--- config.mk ---
export PLATFORM = sky130hd
export DESIGN_NAME = ihtab_ctrl
export DESIGN_NICKNAME = d
export VERILOG_FILES = /design/src/hw/rtl/ihtab_pkg.sv /design/src/hw/rtl/ihtab_ctrl.sv
export SDC_FILE = /design/constraint.sdc
export NUM_CORES = 1
export LEC_CHECK = 0
export BUFFER_PORTS_ARGS = -buffer_cell sky130_fd_sc_hd__buf_4
export CAP_MARGIN = 0
export CORE_AREA = 3 3 40 42
export CTS_BUF_LIST = sky130_fd_sc_hd__clkbuf_16
export CTS_CLUSTER_DIAMETER = 40
export DETAILED_ROUTE_END_ITERATION = 12
export DIE_AREA = 0 0 43 45
export PLACE_DENSITY = 0.36
export SLEW_MARGIN = 20
export SYNTH_ARGS = -nofsm -noshare
export SYNTH_HDL_FRONTEND = slang
export SYNTH_SLANG_ARGS = --single-unit
--- constraint.sdc ---
create_clock -name i_clk -period 0.9 [get_ports i_clk]
set_input_delay 0.18 -clock i_clk [delete_from_list [all_inputs] [get_ports i_clk]]
set_output_delay 0.18 -clock i_clk [all_outputs]
set_load 0.01 [all_outputs]
--- src/hw/rtl/ihtab_pkg.sv ---
// Shared types and constants for the id handle table.
`default_nettype none

package ihtab_pkg;

    // Table geometry and field widths.
    localparam int TABLE_DEPTH = 64;
    localparam int IDX_W       = $clog2(TABLE_DEPTH);
    localparam int CNT_W       = $clog2(TABLE_DEPTH + 1);
    localparam int OCC_W       = 7;
    localparam int ID_W        = 32;
    localparam int HANDLE_W    = 64;

    // Request operation codes.
    typedef enum logic [1:0] {
        FUNC_LOOKUP   = 2'd0,
        FUNC_ALLOCATE = 2'd1,
        FUNC_RELEASE  = 2'd2
    } t_func;

    // Result status codes.
    typedef enum logic [1:0] {
        ST_OK        = 2'd0,
        ST_NOT_FOUND = 2'd1,
        ST_FULL      = 2'd2
    } t_status;

    // Controller states.
    typedef enum logic [1:0] {
        S_IDLE   = 2'd0,
        S_SEARCH = 2'd1,
        S_COMMIT = 2'd2
    } t_state;

    // Request word.
    typedef struct packed {
        t_func                  func;
        logic signed [ID_W-1:0] key_id;
        logic [HANDLE_W-1:0]    handle_in;
    } t_in_word;

    // Result word.
    typedef struct packed {
        t_status             status;
        logic [HANDLE_W-1:0] handle_out;
        logic [OCC_W-1:0]    occupancy;
    } t_out_word;

    // Commands from the controller to the datapath.
    typedef struct packed {
        logic load;
        logic search;
        logic commit;
    } t_dp_cmd;

endpackage

`default_nettype wire

--- src/hw/rtl/ihtab_ctrl.sv ---
// Controller state machine for the id handle table.
`default_nettype none

module ihtab_ctrl
    import ihtab_pkg::*;
(
    input  wire logic    i_clk,
    input  wire logic    i_rst_n,
    input  wire logic    i_in_valid,
    output logic         o_in_stall,
    input  wire logic    i_out_stall,
    output logic         o_out_valid,
    output t_dp_cmd      o_cmd
);

    t_state r_state;
    t_state n_state;
    logic   r_out_valid;
    logic   n_out_valid;
    logic   w_out_free;

    // The result register can take a new word when empty or being drained.
    assign w_out_free = !r_out_valid || !i_out_stall;

    // Next state and command decode.
    always_comb begin
        n_state     = r_state;
        n_out_valid = r_out_valid;
        o_cmd       = '0;
        o_in_stall  = 1'b1;
        if (r_out_valid && !i_out_stall) begin
            n_out_valid = 1'b0;
        end
        case (r_state)
            S_IDLE: begin
                o_in_stall = 1'b0;
                if (i_in_valid) begin
                    o_cmd.load = 1'b1;
                    n_state    = S_SEARCH;
                end
            end
            S_SEARCH: begin
                o_cmd.search = 1'b1;
                n_state      = S_COMMIT;
            end
            S_COMMIT: begin
                // Finish the current word and take the next one in the same cycle.
                if (w_out_free) begin
                    o_cmd.commit = 1'b1;
                    n_out_valid  = 1'b1;
                    o_in_stall   = 1'b0;
                    if (i_in_valid) begin
                        o_cmd.load = 1'b1;
                        n_state    = S_SEARCH;
                    end else begin
                        n_state = S_IDLE;
                    end
                end
            end
            default: begin
                n_state = S_IDLE;
            end
        endcase
    end

    // State and result valid registers.
    always_ff @(posedge i_clk) begin
        if (!i_rst_n) begin
            r_state     <= S_IDLE;
            r_out_valid <= 1'b0;
        end else begin
            r_state     <= n_state;
            r_out_valid <= n_out_valid;
        end
    end

    assign o_out_valid = r_out_valid;

endmodule

`default_nettype wire

==> metrics list <==
- Port Buffer Count: 8
- Worst vdd rail ir drop: 0.888 mV
- Antenna violations before repair: 0
- In this run the standard cell core region covers 1280 µm².
- The number of different library cells used by synthesis comes to 11.
- Share of layout cells above drive strength 1: 69.0%
* Crit Path Category: reg -> out
* Total Nets Final: 34
- Total routed wirelength: 390 µm
- # diodes: 0
* Share of total power in combinational logic: 8.1%
- The floorplan step set the die height to 45 µm.
* Remaining Overflow, GRT: 0
* Final cycle utilization of the critical path: 126%
* Setup violations, final: 6
- Filler Cell Count: 142
- Total number of placement rows: 13
- The synthesized design contains 3 register bits.
- The worst pin sits at a relative slew slack of 91.7%.
- Transition time at the pin with the least slew margin: 0.124 ns
* Clock network power share: 75.7%
- Yosys printed 0 warnings.
* Die W: 43 µm
* Buffer depth of the longest clock path: 2
* Syn_area_per_cell: 9.68 µm²
* Sequential share of power: 16.2%
* Post-synth top area share: 41.4%
- Final worst path period need: 1.14 ns
* Highest achievable clock rate: 0.878 GHz
- Yosys mapped a number of flops with a built-in enable equal to 0.
- In this run the most critical hold path is launched from i_rst_n.
- Standard cell with the maximum stage delay on the critical path: dfxtp_4
* Largest net degree at the start of global routing: 7
- Max Cap Violations: 0
- Counting flops with an async set or reset pin after synthesis yields a share of 0%.
- First-pass GRT wire length: 558 µm
* Die Area: 1940 µm²
- Post-synthesis to final-layout area growth: 147%
- Areal power density over the cells: 2510 nW/µm²
- Final hold vios: 0
- Final cell area excluding filler cells: 359 µm²
- GR peak layer: met2
- Global-route met3 utilization: 3.19%
* Post-DR vias/cell: 3.80
* Crit-path max FO: 4
- For this run, the leading register cell type out of synthesis is dfxtp_1.
* Area leader, netlist: dfxtp_1
* First-pass DRT Iterations: 3
- Cells on worst reg2reg path: 4
- Delay of the slowest cell on the worst path: 0.36 ns
- Min-delay worst type: in -> reg
- Worst Path Arrival: 0.96 ns
- Htree depth: 1
- Static power due to leakage: 0.168 nW
- For met1 alone, demand over resource in global routing was 3.85%.
* Capturing element type of the critical path: primary output
* Total Power: 901 µW
* Number of sinks handled by clock tree synthesis: 3
- TritonCTS clock tree: built
- Via count: 167
- CP required: 0.72 ns
- Worst clock skew: 0.000873 ns
* Post-DRT Antenna Nets: 0
* Synth area leaders: dfxtp_1, and4b_1, nand2b_1, and3b_1, a21boi_0
* Number of buffers created by CTS: 3
- The number of nets handed over by synthesis was 19.
- Hold Path Stages: 2
* Worst path bufs/invs: 1
- The worst register-to-register path begins at o_out_valid.
- Violations in the final reports: negative setup slack
* Commonest cells in the netlist: dfxtp_1, and4b_1, nand2b_1
- For flop-to-flop paths, the worst setup slack is -0.07 ns.
* Mapped cell area: 145 µm²
* Slew Viols, Final: 0
- For this design the total switching power over the nets is 142 µW.
- Critical path's top delay family: flip-flops
- The worst register-to-register path ends at r_state[1].
* Cell Int Power: 759 µW
* Total global routing track utilization: 4.08%
* Setup repair after global routing missed its margin: true
* DRC: 0
- IO Pins: 9
* Setup WS post-layout: -0.238 ns
* Ordered list of cells on the worst path: nand3_2, and3b_1, buf_6
* Sum of negative setup slack: -0.848 ns
- Of the total power, the share spent switching nets is 15.7%.
- Latest clock arrival within the worst-skew pair: 0.22 ns
- Final weighted congestion in routability-driven placement: 0.617
- After detailed placement, the total cell area comes to 225 µm².
- Before CTS, the worst setup slack after placement is -0.0612 ns.
- Leading cell type by number of instances after synthesis: dfxtp_1
* Seq/Total Area, Yosys: 41.4%
- Number of global-route vias before repair: 157
- Routed WL per cell: 8.86 µm
* Critical Path Start Type: flip-flop
- Initial standard-cell utilization of the core: 11.3%
- The run finished, with violations left.
- Cell count after synthesis: 15
- Met2 Usage GRT: 5.69%
- CTS placed an instance of clkbuf_16 at the clock tree root.
* Reg clk slew, reported paths: 0.03 ns
* Detailed router's first-iteration violation count: 1
* Hold Path End: r_state[1]
- Post-DP HPWL: 276 µm
-- worst max-delay path by stage --
stage	startpoint	endpoint	slack [ns]	cells past startpoint
after CTS	r_state[0]	o_cmd[0]	-0.24	3
after global placement	r_state[1]	o_cmd[2]	-0.06	3
final	r_state[1]	o_cmd[2]	-0.24	3
after detailed placement	r_state[1]	o_cmd[2]	-0.06	3
after floorplan	o_out_valid	o_cmd[2]	0.05	2
after global routing	r_state[1]	o_cmd[2]	-0.27	3
-- routing by layer --
metal | vias to the layer above | share of wire [%]
li1 | 84 | -
met2 | 9 | 40
met4 | 0 | 0
met3 | 0 | 14
met1 | 74 | 46
met5 | - | 0
-- sequential cells by signal, summed over array words and instances (netlist names) --
register     flops
r_state          2
o_out_valid      1
-- layout by cell type, fill, tap and decap left out, types with 2 or more instances in the layout --
cell,n
buf_4,6
clkbuf_16,3
buf_6,5
dfxtp_2,2
and4b_1,2
-- kinds of logic (layout without fill, tap and decap cells) --
| logic type | count (synthesis) | after routing | synth area share, % |
|---|---|---|---|
| and+or+nand+nor | 8 | 8 | 39.7 |
| DFF | 3 | 3 | 41.4 |
| buffers and inverters | 1 | 15 | 5.17 |
| AOI/OAI and AO/OA | 3 | 3 | 13.8 |
-- cell type report --
cell class	instances	area, µm²	share of cell area [%]
clock buffer	3	75.1	20.9
sequential	3	66.3	18.5
clock inverter	1	3.75	1.05
multi-input combinational	11	93.8	26.1
tap	15	18.8	5.23
timing repair buffer	11	101	28.2
-- timing repair --
| item | 4_1_cts | 5_1_grt |
|---|---|---|
| pin swaps | 2 | 2 |
| buffers inserted | 1 | 1 |
| hold buffers | 0 | 0 |
| setup endpoints to repair | 5 | 6 |
| gates cloned | 0 | 0 |
| gates resized for setup | 6 | 5 |
-- power groups by stage --
stage	sequential, mW	combinational, mW	clock (mW)
after global placement	0.147	0.0558	0
after floorplan	0.147	0.0244	0
final	0.146	0.0730	0.682
after global routing	0.147	0.0788	0.702
after CTS	0.147	0.0666	0.694
after detailed placement	0.147	0.0565	0
-- per-stage QoR --
step,cells,util (%),hold slack [ns]
floorplan,15,-,0.297
global placement,38,17.5,0.408
detailed placement,38,17.5,0.409
CTS,43,25.7,0.182
global route,44,27.9,0.186
finish,44,27.9,0.179
Power figures use the tool's default switching activity.
